===== src/rtl/core/fec_pkg.sv =====
// Shared types, codes and widths for the free extent coalescer.
`default_nettype none

package fec_pkg;

    localparam int DEF_TABLE_DEPTH = 16;
    localparam int DEF_ADDR_BITS   = 16;

    localparam int OP_W     = 2;
    localparam int ST_W     = 2;
    localparam int BSIZE_W  = 16;
    localparam int SIZE_W   = 17;
    localparam int CMD_W    = 3;

    localparam logic [SIZE_W-1:0] SIZE_MAX = '1;

    localparam logic [OP_W-1:0] OP_ADD     = 2'd0;
    localparam logic [OP_W-1:0] OP_RELEASE = 2'd1;
    localparam logic [OP_W-1:0] OP_DUMP    = 2'd2;

    localparam logic [ST_W-1:0] ST_OK    = 2'd0;
    localparam logic [ST_W-1:0] ST_FULL  = 2'd1;
    localparam logic [ST_W-1:0] ST_ENTRY = 2'd2;
    localparam logic [ST_W-1:0] ST_EMPTY = 2'd3;

    typedef logic [CMD_W-1:0] t_cell_cmd;

    localparam t_cell_cmd CMD_KEEP       = 3'd0;
    localparam t_cell_cmd CMD_TAKE_LEFT  = 3'd1;
    localparam t_cell_cmd CMD_TAKE_NEW   = 3'd2;
    localparam t_cell_cmd CMD_SET_RIGHT  = 3'd3;
    localparam t_cell_cmd CMD_GROW       = 3'd4;
    localparam t_cell_cmd CMD_MERGE      = 3'd5;
    localparam t_cell_cmd CMD_TAKE_RIGHT = 3'd6;

    typedef struct packed {
        logic occ;
        logic le_l;
        logic cov_l;
        logic le_r;
        logic cov_r;
        logic eq_r;
        logic end_eq;
        logic stop;
    } t_cell_flags;

    typedef struct packed {
        logic full;
        logic cnt_inc;
        logic cnt_dec;
    } t_decision;

endpackage

`default_nettype wire


===== src/rtl/core/fec_decide.sv =====
// Reduces the registered cell flags to a table operation and one command per cell.
`default_nettype none

module fec_decide
    import fec_pkg::*;
#(
    parameter int TABLE_DEPTH = DEF_TABLE_DEPTH
) (
    input  t_cell_flags         i_flags [TABLE_DEPTH],
    input  wire [OP_W-1:0]      i_op,
    input  wire                 i_start_nz,
    input  wire                 i_full,
    output t_cell_cmd           o_cmd [TABLE_DEPTH],
    output t_decision           o_dec
);

    logic [TABLE_DEPTH-1:0] occ, le_l, cov_l, le_r, cov_r, eq_r, end_eq, stop;
    logic [TABLE_DEPTH-1:0] above_l, above_r, below_eqr, below_end, below_stop;
    logic [TABLE_DEPTH-1:0] first_eqr, first_end, ins_pos;
    logic                   l_free, r_free, has_next;
    logic                   m_insert, m_right, m_grow, m_merge;

    always_comb begin
        for (int i = 0; i < TABLE_DEPTH; i++) begin
            occ[i]    = i_flags[i].occ;
            le_l[i]   = i_flags[i].le_l;
            cov_l[i]  = i_flags[i].cov_l;
            le_r[i]   = i_flags[i].le_r;
            cov_r[i]  = i_flags[i].cov_r;
            eq_r[i]   = i_flags[i].eq_r;
            end_eq[i] = i_flags[i].end_eq;
            stop[i]   = i_flags[i].stop;
        end
        for (int i = 0; i < TABLE_DEPTH; i++) begin
            above_l[i]    = |(le_l >> (i + 1));
            above_r[i]    = |(le_r >> (i + 1));
            below_eqr[i]  = |(eq_r << (TABLE_DEPTH - i));
            below_end[i]  = |(end_eq << (TABLE_DEPTH - i));
            below_stop[i] = |(stop << (TABLE_DEPTH - i));
        end
        first_eqr = eq_r & ~below_eqr;
        first_end = end_eq & ~below_end;
        ins_pos   = stop & ~below_stop;

        // The covering test uses only the last entry that starts at or below the address.
        l_free   = i_start_nz && (|(le_l & cov_l & ~above_l));
        r_free   = |(le_r & cov_r & ~above_r);
        has_next = |((first_end << 1) & occ);

        m_insert = 1'b0;
        m_right  = 1'b0;
        m_grow   = 1'b0;
        m_merge  = 1'b0;
        if (i_op != OP_RELEASE || (!l_free && !r_free)) begin
            m_insert = 1'b1;
        end else if (!l_free) begin
            m_right  = |eq_r;
            m_insert = !(|eq_r);
        end else if (|end_eq) begin
            m_merge = r_free && has_next;
            m_grow  = !(r_free && has_next);
        end else begin
            m_insert = 1'b1;
        end

        o_dec.full    = m_insert && i_full;
        o_dec.cnt_inc = m_insert && !i_full;
        o_dec.cnt_dec = m_merge;

        for (int i = 0; i < TABLE_DEPTH; i++) begin
            o_cmd[i] = CMD_KEEP;
            if (m_insert && !i_full) begin
                if (below_stop[i]) begin
                    o_cmd[i] = CMD_TAKE_LEFT;
                end else if (ins_pos[i]) begin
                    o_cmd[i] = CMD_TAKE_NEW;
                end
            end else if (m_right && first_eqr[i]) begin
                o_cmd[i] = CMD_SET_RIGHT;
            end else if (m_grow && first_end[i]) begin
                o_cmd[i] = CMD_GROW;
            end else if (m_merge) begin
                if (first_end[i]) begin
                    o_cmd[i] = CMD_MERGE;
                end else if (below_end[i]) begin
                    o_cmd[i] = CMD_TAKE_RIGHT;
                end
            end
        end
    end

endmodule

`default_nettype wire


===== config.mk =====
export PLATFORM = sky130hd
export DESIGN_NAME = fec_decide
export DESIGN_NICKNAME = d
export VERILOG_FILES = /design/src/rtl/core/fec_pkg.sv /design/src/rtl/core/fec_decide.sv
export SDC_FILE = /design/constraint.sdc
export NUM_CORES = 1
export LEC_CHECK = 0
export BUFFER_PORTS_ARGS = -buffer_cell sky130_fd_sc_hd__buf_4
export CAP_MARGIN = 20
export CORE_ASPECT_RATIO = 0.5
export CORE_MARGIN = 2
export CORE_UTILIZATION = 36
export DETAILED_ROUTE_END_ITERATION = 10
export MAX_ROUTING_LAYER = met4
export PLACE_DENSITY_LB_ADDON = 0.2
export SETUP_SLACK_MARGIN = 0.02
export SYNTH_ARGS = -nofsm -noshare
export SYNTH_HDL_FRONTEND = slang
export SYNTH_SLANG_ARGS = --single-unit

===== constraint.sdc =====
create_clock -name vclk -period 8.82
set_input_delay 2.646 -clock vclk [all_inputs]
set_output_delay 2.646 -clock vclk [all_outputs]
set_load 0.02 [all_outputs]

# Word-level counts from Yosys, hierarchy flattened
# Cells that the tools add are included.
[classes] n_eq_ne=1 n_reduce_logical=118 mux=137 magnitude_cmp=0 n_addsub=0 shift=0 div_mod_pow=0 n_bitwise=13 multipliers=0
[op_table] op="2-to-1 mux 3 bit" n=97
[op_table] op="AND 16 bit" n=8
[op_table] op="OR reduction 16 bit" n=5
[op_table] op="OR reduction 15 bit" n=5
[op_table] op="OR reduction 14 bit" n=5
[op_table] op="OR reduction 13 bit" n=5
[op_table] op="OR reduction 12 bit" n=5
[op_table] op="2-to-1 mux 2 bit" n=29
[op_table] op="OR reduction 11 bit" n=5
[op_table] op="OR reduction 10 bit" n=5
[op_table] op="NOT 16 bit" n=3
[op_table] op="OR reduction 9 bit" n=5
[op_table] op="OR reduction 8 bit" n=5
[op_table] op="logical AND 1 bit" n=37
[op_table] op="OR reduction 7 bit" n=5
[op_table] op="NOT 15 -> 16 bit" n=2
[op_table] op="OR reduction 6 bit" n=5
[op_table] op="OR reduction 5 bit" n=5
[op_table] op="OR reduction 4 bit" n=5
[op_table] op="OR reduction 3 bit" n=5
[op_table] op="2-to-1 mux 1 bit" n=11
[op_table] op="OR reduction 2 bit" n=5
[op_table] op="logical NOT 1 bit" n=5
[op_table] op="!= test 2 x 1 -> 1 bit, second input constant" n=1
[op_table] op="logical OR 1 bit" n=1
[totals] mem_bits_ro=0 latchBits=0 regBits=0 output_inout_bits=51 elab_cells=269 mem_count=0 mem_bits_rw=0

# Depth between registers and ports, before layout
[depth] word_depth=14 ltp_mapped=14 depth_no_buf=10

# Worst setup path after synthesis
# Ideal clock, no wire load.
[synth_path] path_kind="input port to output port" from="input port i_flags[121] (netlist bit)" to="output port o_cmd[43] (netlist bit)" cell_stages=11 arrival_time_ns=5.550 t_required_ns=6.174 path_slack_ns=0.624 n_path_buf=3 path_cell_list="clkbuf_1 or4_1 buf_2 or3_4 or3_1 buf_2 or2_4 nor3_2 nor3_1 a211o_1 o311ai_1"
[synth_lines] item="from (decl)" line="fec_decide.sv:9" text="input t_cell_flags i_flags [TABLE_DEPTH],"
[synth_lines] item="to (decl)" line="fec_decide.sv:13" text="output t_cell_cmd o_cmd [TABLE_DEPTH],"

==> flow_results.org <==
** Run status
- The flow ran to the end, and the final reports show no timing, DRC or antenna violations.

** STA
- Achievable Freq :: 0.118 GHz
- The count of pins over their slew limit was 0.
- Setup repair after global routing left no endpoint under its margin.
- The final hold violation count came to 0.
- Once routing completed, OpenROAD measured the worst setup slack at roughly 0.35 ns.
- Summed negative setup slack over all endpoints :: 0 ns
- In this run the tightest slew margin relative to its limit is 56.9%.
- For the finished layout, the period the worst path requires is roughly 8.5 ns.
- The tightest hold path in the finished design has a slack of 5.65 ns.
- For the pin with the worst max-slew slack, the measured transition is 0.639 ns.
- Post-route clock period utilization :: between 90 and 100%
- Setup violations remaining at the end of the flow were counted as 0.

** CTS
- Number of gates given a new drive strength after cts :: 0
- Post-CTS timing repair inserted 0 buffers for setup.
- Post-CTS Hold Buffers :: 0

** Critical path
- Number of buffers and inverters on the critical path :: 3
- Crit start category :: input pin
- Required time of the critical path :: ~6.2 ns
- Cell family with the largest share of critical-path delay :: simple AND/OR/NAND/NOR gates
- Walking the worst path, the cells encountered are buf_4 -> or4_1 -> or3_4 -> or3_1 -> or2_4 -> nor3_2 -> nor3_1 -> a211o_1 -> buf_4 -> o311ai_1 -> buf_4.
- The worst setup path is of the input pin to output pin kind.
- In this design, the stage delay of the slowest critical-path cell is slightly below 0.6 ns.
- Crit path top cell by count :: buf_4
- Data arrives at the worst endpoint at between 5 and 6 ns.
- Levels on crit path :: 11
- STA classifies the critical path endpoint as an output pin.
- In this run the worst setup path terminates at o_cmd[43].
- Critical path's slowest cell :: or4_1
- Of all nets on the critical path, the largest fanout is 32.
- In this run the worst setup path begins at i_flags[105].

** Min path
- Type of the tightest min-delay check :: input pin to output pin

** Place
- Count of input and output buffers :: around 180
- After detailed placement, the design holds a cell count of approximately 530.
- Placer congestion estimate :: 0.850
- After legalization and detailed placement, the total HPWL measured 6270 um.
- Before CTS, the worst setup slack after placement is 0.369 ns.
- In this run the cell area measured after placement is slightly above 3000 um2.

** Layout
- Once layout is complete, the cells apart from fillers number between 500 and 600.
- Cells with a size suffix above 1 make up approximately 42% of the layout.
- Cells fill between 60 and 70% of the core in the end.
- Registers take 0 um2.
- Number of clock buffer instances in the layout :: 0
- The area growth from synthesis to layout is 84.6%.
- Net count, final :: about 600
- Final standard cell area without fillers :: 3050 um2
- The design has 0 sequential cells.
- 0 antenna diodes ended up in the layout.

** Floorplan
- Chip height :: between 50 and 60 um
- Total number of placement rows :: 17
- The die is ~100 um wide.
- During I/O placement, the number of pins put on the boundary was 183.
- Core Area :: between 4000 and 5000 um2
- The die covers just over 5000 um2.
- Once the floorplan was initialized, standard cells occupied 37.5% of the core.

** Logic synthesis
- The cell count after synthesis came out at 296.
- Number of nets in the synthesized netlist :: about 430
- Cell variety after synth :: between 40 and 50
- Mean instance size in the synthesized netlist :: 5.58 um2
- The cell area that synthesis handed to floorplanning was approximately 1700 um2.
- Part of the Yosys area used for sequential elements :: 0%
- Warnings from Yosys :: 0

** Power and ir drop
- VDD sags by at most approximately 0.023 mV.
- Dividing total power by cell area gives a power density of a little over 40 nW/um2.
- Leakage dissipation :: approximately 1.4 nW
- After layout, the design draws a total of ~120 uW.

** Global route
- Overall overflow remaining after global route :: 0
- Antenna violations before repair :: 0
- The first global-routing pass estimated 11,300 um of wire.
- Across every metal layer, demand over resource in global routing totals between 20% and 30%.
- Entering global routing, the biggest net connects 33 pins.
- Vias in the first global route :: approximately 2,700

** Routing
- For this run, design rule violations remaining after detail routing come to 0.
- Detail-routed via count per cell :: about 5.5
- The first detailed-routing pass took 5 iterations.
- The detailed router finished its first iteration with 139 violations.
- After detailed routing, the total wire length is ~7000 um.
- After detailed routing, the average wire length per cell comes to about 14 um.
- Vias :: between 2,000 and 3,000
- Antenna Violating Nets Remaining :: 0

** Run
- The tool flagged a number of max-cap violations equal to 0.
-- kinds of logic after synthesis --
| family | after synthesis | share of synthesized area, % |
|---|---|---|
| buffers and inverters | 32 | 8.79 |
| multiplexers | 1 | 0.606 |
| AND/OR/NAND/NOR | 168 | 52.0 |
| AO/OA/AOI/OAI | 95 | 38.6 |
-- synth_stat cells (2+ instances only) --
cell       instances  area (um2)
nand4b_1           4        35.0
a311oi_1           2        17.5
buf_6              2        22.5
nor2b_1            6        37.5
a2111oi_0          2        17.5
nor3_1            13        65.1
nor4_1             9        56.3
or4_1              7        52.6
nand3_1           12        60.1
buf_2              5        25.0
nand2_1           53         199
o31ai_1            3        22.5
a31oi_1            2        12.5
o211ai_1          15         113
nor2_1            30         113
nand3b_1           8        60.1
a32oi_1            4        35.0
o21ai_1            6        30.0
nand2b_1           2        12.5
o221ai_1           6        52.6
o221ai_2           2        30.0
inv_1             15        56.3
a21oi_1           30         150
o21ai_0           13        65.1
a221oi_1           3        26.3
or3_1              7        43.8
o211ai_2           2        25.0
clkbuf_1           8        30.0
nand4_1            7        43.8
-- cells in the final DEF, fill, tap and decap left out, types with 2 or more instances in the layout --
cell type / netlist / layout
o221ai_1: 6 / 6
nor4_1: 9 / 9
a21oi_1: 30 / 30
o221ai_2: 2 / 2
a2111oi_0: 2 / 2
a32oi_1: 4 / 4
nand3b_1: 8 / 8
or3_1: 7 / 7
nand4_1: 7 / 7
o211ai_1: 15 / 15
a311oi_1: 2 / 2
o211ai_2: 2 / 2
or4_1: 7 / 7
nor2b_1: 6 / 6
o31ai_1: 3 / 3
nand3_1: 12 / 12
a31oi_1: 2 / 2
nand4b_1: 4 / 4
inv_1: 15 / 15
nor2_1: 30 / 30
o21ai_1: 6 / 6
o21ai_0: 13 / 13
a221oi_1: 3 / 3
buf_4: 1 / 188
nand2b_1: 2 / 2
nand2_1: 53 / 53
nor3_1: 13 / 13
-- tightest hold or removal path: stages --
cell and delay [ns]:
buf_4 0.12, nand2_1 0.05, a21oi_1 0.04, buf_4 0.15
-- power by group --
group	switching (mW)	internal, mW
registers	0	0
clock network	0	0
logic	0.0583	0.0658
-- how the worst min path moves through the flow --
stage / startpoint / to / slack (ns) / depth (start not counted)
finish: i_full / o_dec[2] / 5.65 / 4
global route: i_full / o_dec[2] / 5.66 / 4
CTS: i_full / o_dec[2] / 5.64 / 4
detailed placement: i_full / o_dec[2] / 5.64 / 4
global placement: i_full / o_dec[2] / 5.64 / 4
floorplan: i_full / o_dec[2] / 5.42 / 2
-- per-layer routing --
| layer | GRT usage, % | part of all wire [%] | vias to the layer above |
|---|---|---|---|
| li1 | - | - | 1480 |
| met2 | 52.0 | 54 | 119 |
| met4 | 5.25 | 0.98 | 0 |
| met1 | 29.5 | 37 | 1305 |
| met3 | 3.09 | 8.0 | 6 |
| met5 | - | 0 | - |
-- layout make-up --
class              count  area (um2)
inverters             16        60.1
repair buffers       188        1410
well taps             57        71.3
fillers              410        1350
multi-input cells    264        1510
No activity file was read; power rests on OpenSTA's default activity.
