--- src/rtl/core/fec_pkg.sv ---
// Shared types, codes and widths for the free extent coalescer.
`default_nettype none

package fec_pkg;

    localparam int DEF_TABLE_DEPTH = 16;
    localparam int DEF_ADDR_BITS   = 16;

    localparam int OP_W     = 2;
    localparam int ST_W     = 2;
    localparam int BSIZE_W  = 16;
    localparam int SIZE_W   = 17;
    localparam int CMD_W    = 3;

    localparam logic [SIZE_W-1:0] SIZE_MAX = '1;

    localparam logic [OP_W-1:0] OP_ADD     = 2'd0;
    localparam logic [OP_W-1:0] OP_RELEASE = 2'd1;
    localparam logic [OP_W-1:0] OP_DUMP    = 2'd2;

    localparam logic [ST_W-1:0] ST_OK    = 2'd0;
    localparam logic [ST_W-1:0] ST_FULL  = 2'd1;
    localparam logic [ST_W-1:0] ST_ENTRY = 2'd2;
    localparam logic [ST_W-1:0] ST_EMPTY = 2'd3;

    typedef logic [CMD_W-1:0] t_cell_cmd;

    localparam t_cell_cmd CMD_KEEP       = 3'd0;
    localparam t_cell_cmd CMD_TAKE_LEFT  = 3'd1;
    localparam t_cell_cmd CMD_TAKE_NEW   = 3'd2;
    localparam t_cell_cmd CMD_SET_RIGHT  = 3'd3;
    localparam t_cell_cmd CMD_GROW       = 3'd4;
    localparam t_cell_cmd CMD_MERGE      = 3'd5;
    localparam t_cell_cmd CMD_TAKE_RIGHT = 3'd6;

    typedef struct packed {
        logic occ;
        logic le_l;
        logic cov_l;
        logic le_r;
        logic cov_r;
        logic eq_r;
        logic end_eq;
        logic stop;
    } t_cell_flags;

    typedef struct packed {
        logic full;
        logic cnt_inc;
        logic cnt_dec;
    } t_decision;

endpackage

`default_nettype wire

--- src/rtl/core/fec_cell.sv ---
// One table cell: holds an extent, compares it against the current beat, updates from neighbors.
`default_nettype none

module fec_cell
    import fec_pkg::*;
#(
    parameter int ADDR_BITS = DEF_ADDR_BITS
) (
    input  wire                     i_clk,
    input  wire                     i_occ,
    input  wire [ADDR_BITS-1:0]     i_blk_start,
    input  wire [BSIZE_W-1:0]       i_blk_size,
    input  wire [ADDR_BITS-1:0]     i_left_start,
    input  wire [SIZE_W-1:0]        i_left_size,
    input  wire [ADDR_BITS-1:0]     i_right_start,
    input  wire [SIZE_W-1:0]        i_right_size,
    input  t_cell_cmd               i_cmd,
    input  wire                     i_apply,
    output logic [ADDR_BITS-1:0]    o_start,
    output logic [SIZE_W-1:0]       o_size,
    output t_cell_flags             o_flags
);

    localparam int EW = ((ADDR_BITS > SIZE_W) ? ADDR_BITS : SIZE_W) + 1;

    logic [ADDR_BITS-1:0] r_start;
    logic [SIZE_W-1:0]    r_size;
    logic [SIZE_W-1:0]    r_sum2;
    logic [SIZE_W-1:0]    r_sum3;
    t_cell_flags          r_flags;

    logic [EW-1:0]        cell_end;
    logic [EW-1:0]        addr_l;
    logic [EW-1:0]        addr_r;
    logic [SIZE_W:0]      sum2_raw;
    logic [SIZE_W+1:0]    sum3_raw;
    t_cell_flags          n_flags;
    logic [SIZE_W-1:0]    n_sum2;
    logic [SIZE_W-1:0]    n_sum3;

    always_comb begin
        cell_end = EW'(r_start) + EW'(r_size);
        addr_l   = EW'(i_blk_start - ADDR_BITS'(1));
        addr_r   = EW'(i_blk_start) + EW'(i_blk_size);

        n_flags.occ    = i_occ;
        n_flags.le_l   = i_occ && (EW'(r_start) <= addr_l);
        n_flags.cov_l  = addr_l < cell_end;
        n_flags.le_r   = i_occ && (EW'(r_start) <= addr_r);
        n_flags.cov_r  = addr_r < cell_end;
        n_flags.eq_r   = i_occ && (EW'(r_start) == addr_r);
        n_flags.end_eq = i_occ && (cell_end == EW'(i_blk_start));
        n_flags.stop   = !i_occ || !(r_start < i_blk_start);

        sum2_raw = (SIZE_W+1)'(r_size) + (SIZE_W+1)'(i_blk_size);
        sum3_raw = (SIZE_W+2)'(r_size) + (SIZE_W+2)'(i_blk_size)
                 + (SIZE_W+2)'(i_right_size);
        n_sum2   = (sum2_raw > (SIZE_W+1)'(SIZE_MAX)) ? SIZE_MAX : sum2_raw[SIZE_W-1:0];
        n_sum3   = (sum3_raw > (SIZE_W+2)'(SIZE_MAX)) ? SIZE_MAX : sum3_raw[SIZE_W-1:0];
    end

    always_ff @(posedge i_clk) begin
        r_flags <= n_flags;
        r_sum2  <= n_sum2;
        r_sum3  <= n_sum3;
        if (i_apply) begin
            case (i_cmd)
                CMD_TAKE_LEFT: begin
                    r_start <= i_left_start;
                    r_size  <= i_left_size;
                end
                CMD_TAKE_NEW: begin
                    r_start <= i_blk_start;
                    r_size  <= SIZE_W'(i_blk_size);
                end
                CMD_SET_RIGHT: begin
                    r_start <= i_blk_start;
                    r_size  <= r_sum2;
                end
                CMD_GROW: begin
                    r_size <= r_sum2;
                end
                CMD_MERGE: begin
                    r_size <= r_sum3;
                end
                CMD_TAKE_RIGHT: begin
                    r_start <= i_right_start;
                    r_size  <= i_right_size;
                end
                default: begin
                end
            endcase
        end
    end

    assign o_start = r_start;
    assign o_size  = r_size;
    assign o_flags = r_flags;

endmodule

`default_nettype wire

--- config.mk ---
export PLATFORM = sky130hd
export DESIGN_NAME = fec_cell
export DESIGN_NICKNAME = d
export VERILOG_FILES = /design/src/rtl/core/fec_pkg.sv /design/src/rtl/core/fec_cell.sv
export SDC_FILE = /design/constraint.sdc
export NUM_CORES = 1
export LEC_CHECK = 0
export BUFFER_PORTS_ARGS = -buffer_cell sky130_fd_sc_hd__buf_4
export CAP_MARGIN = 20
export CORE_ASPECT_RATIO = 1.2
export CORE_UTILIZATION = 50
export DETAILED_ROUTE_END_ITERATION = 10
export PLACE_DENSITY = 0.73
export SLEW_MARGIN = 20
export SYNTH_ARGS = -nofsm -noshare
export SYNTH_HDL_FRONTEND = slang
export SYNTH_SLANG_ARGS = --single-unit
export TNS_END_PERCENT = 1
--- constraint.sdc ---
create_clock -name i_clk -period 3.9 [get_ports i_clk]
set_input_delay 0.39 -clock i_clk [delete_from_list [all_inputs] [get_ports i_clk]]
set_output_delay 0.39 -clock i_clk [all_outputs]
set_load 0.01 [all_outputs]
* Yosys cells after proc, flatten, opt, wreduce, memory -nomap -nowiden
Cells that the tools add are included.
** Word-level totals
- Bits in registers :: 75
- Bits of input ports :: 104
- Output and inout port bits :: 41
- Word-level logic and storage cells :: 48
** Cells by class
- Add/sub/neg operators :: 6
- $lt $le $gt $ge :: 7
- Eq/ne operators :: 8
- Multiplexer cells :: 2
- Reductions and logical operators :: 13
** Operators by type and width (number)
- $pmux 17 s5 :: 1
- $pmux 16 s3 :: 1
- $add 17x16->18 :: 2
- $add 18x17->19 :: 1
- $gt 19x17->1 const B :: 1
- $add 16x17->18 :: 1
- $eq 18x16->1 :: 1
- $gt 18x17->1 const B :: 1
- $le 16x18->1 :: 1
- $lt 17x18->1 :: 1
- $lt 18x18->1 :: 1
- $add 16x16->17 :: 1
- $eq 16x17->1 :: 1
- $le 16x17->1 :: 1
- $sub 16x1->17 const B :: 1
- $lt 16x16->1 :: 1
- $eq 3x3->1 const B :: 3
- $eq 3x2->1 const B :: 2
- $reduce_bool 5->1 :: 1
- $logic_and 1x1->1 :: 4
- $reduce_and 2->1 :: 2
- $reduce_or 2->1 :: 2
- $eq 3x1->1 const B :: 1
- $reduce_bool 3->1 :: 1
- 2 further kinds :: 3

* Logic depth before layout (Yosys ltp)
- Depth in word-level cells :: 4
- Depth in mapped cells :: 20
- Gate-level depth less buffers :: 20

* Worst setup path after synthesis
No wires, ideal clock.
- Kind :: input to register
- Start point :: input i_blk_start[1]
- End point :: register r_flags, in the netlist o_flags[4]
- Setup time :: 59 ps
- Arrival :: 3679 ps
- Required time :: 3841 ps
- Path slack :: 161 ps
- Cell stages on the path :: 20
- Path buffers :: 0
- Cell sequence :: ha_1 a21o_1 a21oi_1 o21ai_1 o41ai_1 nor2_1 a311oi_1 nand2b_1 a21oi_1 xnor2_1 inv_1 ha_1 nand4_1 inv_1 nand3_1 nor2_1 a2111oi_0 nor2_1 a211oi_1 o31a_1
** RTL lines
- from (decl) :: line fec_cell.sv:11 : input wire [ADDR_BITS-1:0] i_blk_start,
- to (signal assigned) :: line fec_cell.sv:63 : r_flags <= n_flags;
- to (decl) :: line fec_cell.sv:30 : t_cell_flags r_flags;

==> flow_metrics.py <==
metrics = {
    "timing": {
        "fin_ws_ps": 134,
        "finalClockSkew_ps": 9.35,
        "slew_violations": 0,
        "maxSlewHeadroom_pct": 33.7,
        "fin_hold_ws_ps": 210,
        "period_share_pct": 96.6,
        "setup_viol": 0,
        "hold_viol": 0,
        "tightest_slew_ps": 995,
        "fin_crit_ps": 3770,
        "rsz0062_at_grt": "yes",
        "fmax_ghz": 0.266,
    },
    "yosys": {
        "syn_inst": 1078,
        "ys_types": 76,
        "synth_area_leaders": "ha_1 (21%), edfxtp_1 (11%), dfxtp_1 (9.4%), a21oi_1 (4.8%), fa_1 (4.5%)",
        "ys_warn_count": 0,
        "synthArstFlopShare_pct": 0,
        "synth_top_area_share_pct": 20.8,
        "synth_edf_count": 33,
        "synth_top_cell_by_area": "ha_1",
        "ys.flop_type": "dfxtp_1",
        "ys_seq_area_share_pct": 20.6,
        "avgSynthCellArea_um2": 8.26,
        "synth_seq_cells": 75,
        "syn-num-nets": 1350,
        "netlist_area_mm2": 0.00890,
    },
    "worst_setup_path": {
        "cp.arrival_ps": 4030,
        "r2r_end": "o_flags[5]$_DFF_P_",
        "cp_cell_sequence": "ha_1 -> a211oi_2 -> nor2_1 -> a31o_2 -> o31a_1 -> a31oi_2 -> nand2b_1 -> a21oi_2 -> xor2_1 -> ha_1 -> a21o_1 -> a21o_1 -> a21oi_1 -> o21ai_0 -> nand3_1 -> a21oi_1 -> a211oi_1",
        "r2r_cells": 17,
        "max_stage_delay_ps": 480,
        "path_delay_family": "compound AO/OA/AOI/OAI gates",
        "worst-setup-path-type": "register to register",
        "cp_max_fo": 4,
        "r2r_setup_slack_ps": 130,
        "r2r_start": "o_size[1]$_DFFE_PP_",
        "required_ps": 4160,
        "crit_buf_inv": 0,
        "cp-end-kind": "register",
        "cp-start-kind": "register",
        "cp_slowest_cell": "edfxtp_1",
        "path_depth": 17,
    },
    "global_routing": {
        "grt_pass1_vias": 8900,
        "antenna_found_initial": 0,
        "overflow": 0,
        "grt_max_degree": 64,
        "grt_pass1_wl_um": 44200,
        "grt_usage_pct": 31.4,
    },
    "routing": {
        "wirelength_um": 28000,
        "drc": 0,
        "ant_nets": 0,
        "drtIter0Drc": 472,
        "detail_route.wl_per_cell_um": 18.8,
        "drt_pre_antenna_iters": 5,
        "viasPerCell": 6.01,
        "vias": 8970,
    },
    "cts": {
        "ctsHoldBuffers": 0,
        "clock-root-buffer": "clkbuf_16",
        "clock_latency_ps": 350,
        "numCtsBuffers": 9,
        "h-tree-depth": 3,
        "cts_tree": "built",
        "cts.sinks": 75,
        "clock_path_buffers": 2,
        "clk_pin_slew_ps": 60,
    },
    "placed_design": {
        "port_buffers": 144,
        "gp_congestion": 0.932,
        "hpwl_um": 21900,
        "pre_cts_slack_ps": -203,
    },
    "layout": {
        "final_cell_mix": "buf_4 (215), ha_1 (148), nand2_1 (88)",
        "diodes": 0,
        "nFillCells": 1535,
        "final_common_cell": "buf_4",
        "nNetsFinal": 1539,
        "layout-drive-gt1-share_pct": 20.4,
        "area_growth_pct": 23.4,
    },
    "hold_path": {
        "holdPathEnd": "o_flags[7]$_DFF_P_",
        "hold_path_startpoint": "i_occ",
        "hold_class": "primary input to register",
        "min_path_cells": 1,
    },
    "die": {
        "die_w_um": 124,
        "io_pins": 145,
        "rows": 53,
        "fp.coreArea_mm2": 0.0174,
        "initial_core_util_pct": 51.0,
        "fp.dieH_um": 148,
        "die_area_mm2": 0.0183,
    },
    "power_and_ir_drop": {
        "power.total_uw": 4290,
        "ir_drop_v": 0.000249,
        "power_density_mw_per_mm2": 391,
        "p_leak_uw": 0.00516,
    },
    "outcome": {
        "outcome": "completed",
    },
    "job": {
        "drv_cap": 0,
    },
}
## cells by family (layout without fill, tap and decap cells)
kind of cell / after synthesis / count (layout) / synth area share (%)
AOI/OAI and AO/OA: 343 / 343 / 24.8
xor gates and xnor gates: 73 / 73 / 7.42
adders and majority gates: 168 / 168 / 25.3
buffers and inverters: 118 / 312 / 5.40
DFF: 75 / 75 / 20.6
muxes: 4 / 4 / 0.464
and+or+nand+nor: 297 / 297 / 16.0
## flip-flops by register name, indices dropped and copies added (netlist names)
signal,cells
o_size,17
r_sum2,17
r_sum3,17
o_start,16
o_flags,8
## worst register-to-register path, stage by stage, from the launching register on
cell and delay, ps:
edfxtp_1 480, ha_1 330, a211oi_2 220, nor2_1 90, a31o_2 250, o31a_1 290
a31oi_2 220, nand2b_1 120, a21oi_2 150, xor2_1 250, ha_1 290, a21o_1 160
a21o_1 170, a21oi_1 130, o21ai_0 130, nand3_1 110, a21oi_1 60, a211oi_1 230
## Yosys cell counts (3+ instances only)
master       n
nor3_1      17
or2_1        4
edfxtp_1    33
inv_1       79
buf_6        4
nor2b_1     15
o211ai_1     3
o22a_1       6
o2111ai_1    6
nor2_1      68
o22ai_1     34
and3_1       4
xor2_1      28
o21bai_1     8
a21oi_1     86
fa_1        20
xnor2_1     43
a31oi_1      9
a21o_1      35
nand2_1     88
or4_1        3
nand2b_1    22
a211oi_2     3
ha_1       148
nand4_1     17
dfxtp_1     42
mux2i_1      3
buf_2        6
nor4_1       7
o21ai_0     69
o21a_1      14
a211oi_1    18
o21ai_1     13
nand3_1     30
or2_2        4
clkbuf_1    26
a21boi_0     4
and2_1       6
or3_1        6
## area by class of cell
class                   count  area [um2]  share of cell area [%]
inverters                  80         300                    2.73
flip-flops and latches     75        1830                    16.7
well taps                 220         275                    2.51
clock buffers              13         262                    2.38
clock inverters             3        21.3                   0.194
multi-input cells         885        6660                    60.6
repair buffers            216        1630                    14.9
## report_power, final
group / internal [uW] / switching [uW] / leakage [uW]
logic: 1100 / 1270 / 0.00436
registers: 999 / 97.6 / 0.000661
clock network: 471 / 355 / 0.000135
total: 2570 / 1720 / 0.00516
## worst max-delay path by stage
stage / start / slack [ps] / end
floorplan: i_blk_start[1] / 160 / o_flags[4]$_DFF_P_
global placement: i_blk_start[1] / -200 / o_flags[4]$_DFF_P_
detailed placement: i_blk_start[1] / -200 / o_flags[4]$_DFF_P_
CTS: o_size[1]$_DFFE_PP_ / 50 / o_flags[5]$_DFF_P_
global route: o_size[1]$_DFFE_PP_ / -80 / o_flags[5]$_DFF_P_
finish: o_size[1]$_DFFE_PP_ / 130 / o_flags[5]$_DFF_P_
## per-layer routing
metal	track usage, %	vias to the layer above	share of wire (%)
met5	0	-	0
met4	14.2	0	3.9
met3	3.22	61	5.9
met2	53.5	322	48
met1	39.5	4268	42
li1	-	4319	-
## through the flow
stage / utilization, % / instances / TNS [ps] / cell area (um2)
6_report: 63.0 / 1492 / 0 / 11000
5_1_grt: 63.0 / 1492 / -154 / 11000
4_1_cts: 62.5 / 1489 / 0 / 10900
3_5_place_dp: 60.9 / 1473 / -379 / 10600
3_3_place_gp: 60.9 / 1473 / -271 / 10600
2_1_floorplan: - / 1078 / 0 / 8900
## what timing repair did
item,in CTS,in global routing
endpoints found under the setup margin,0,21
resized for setup,0,14
buffers inserted,0,3
Power figures use the tool's default switching activity.
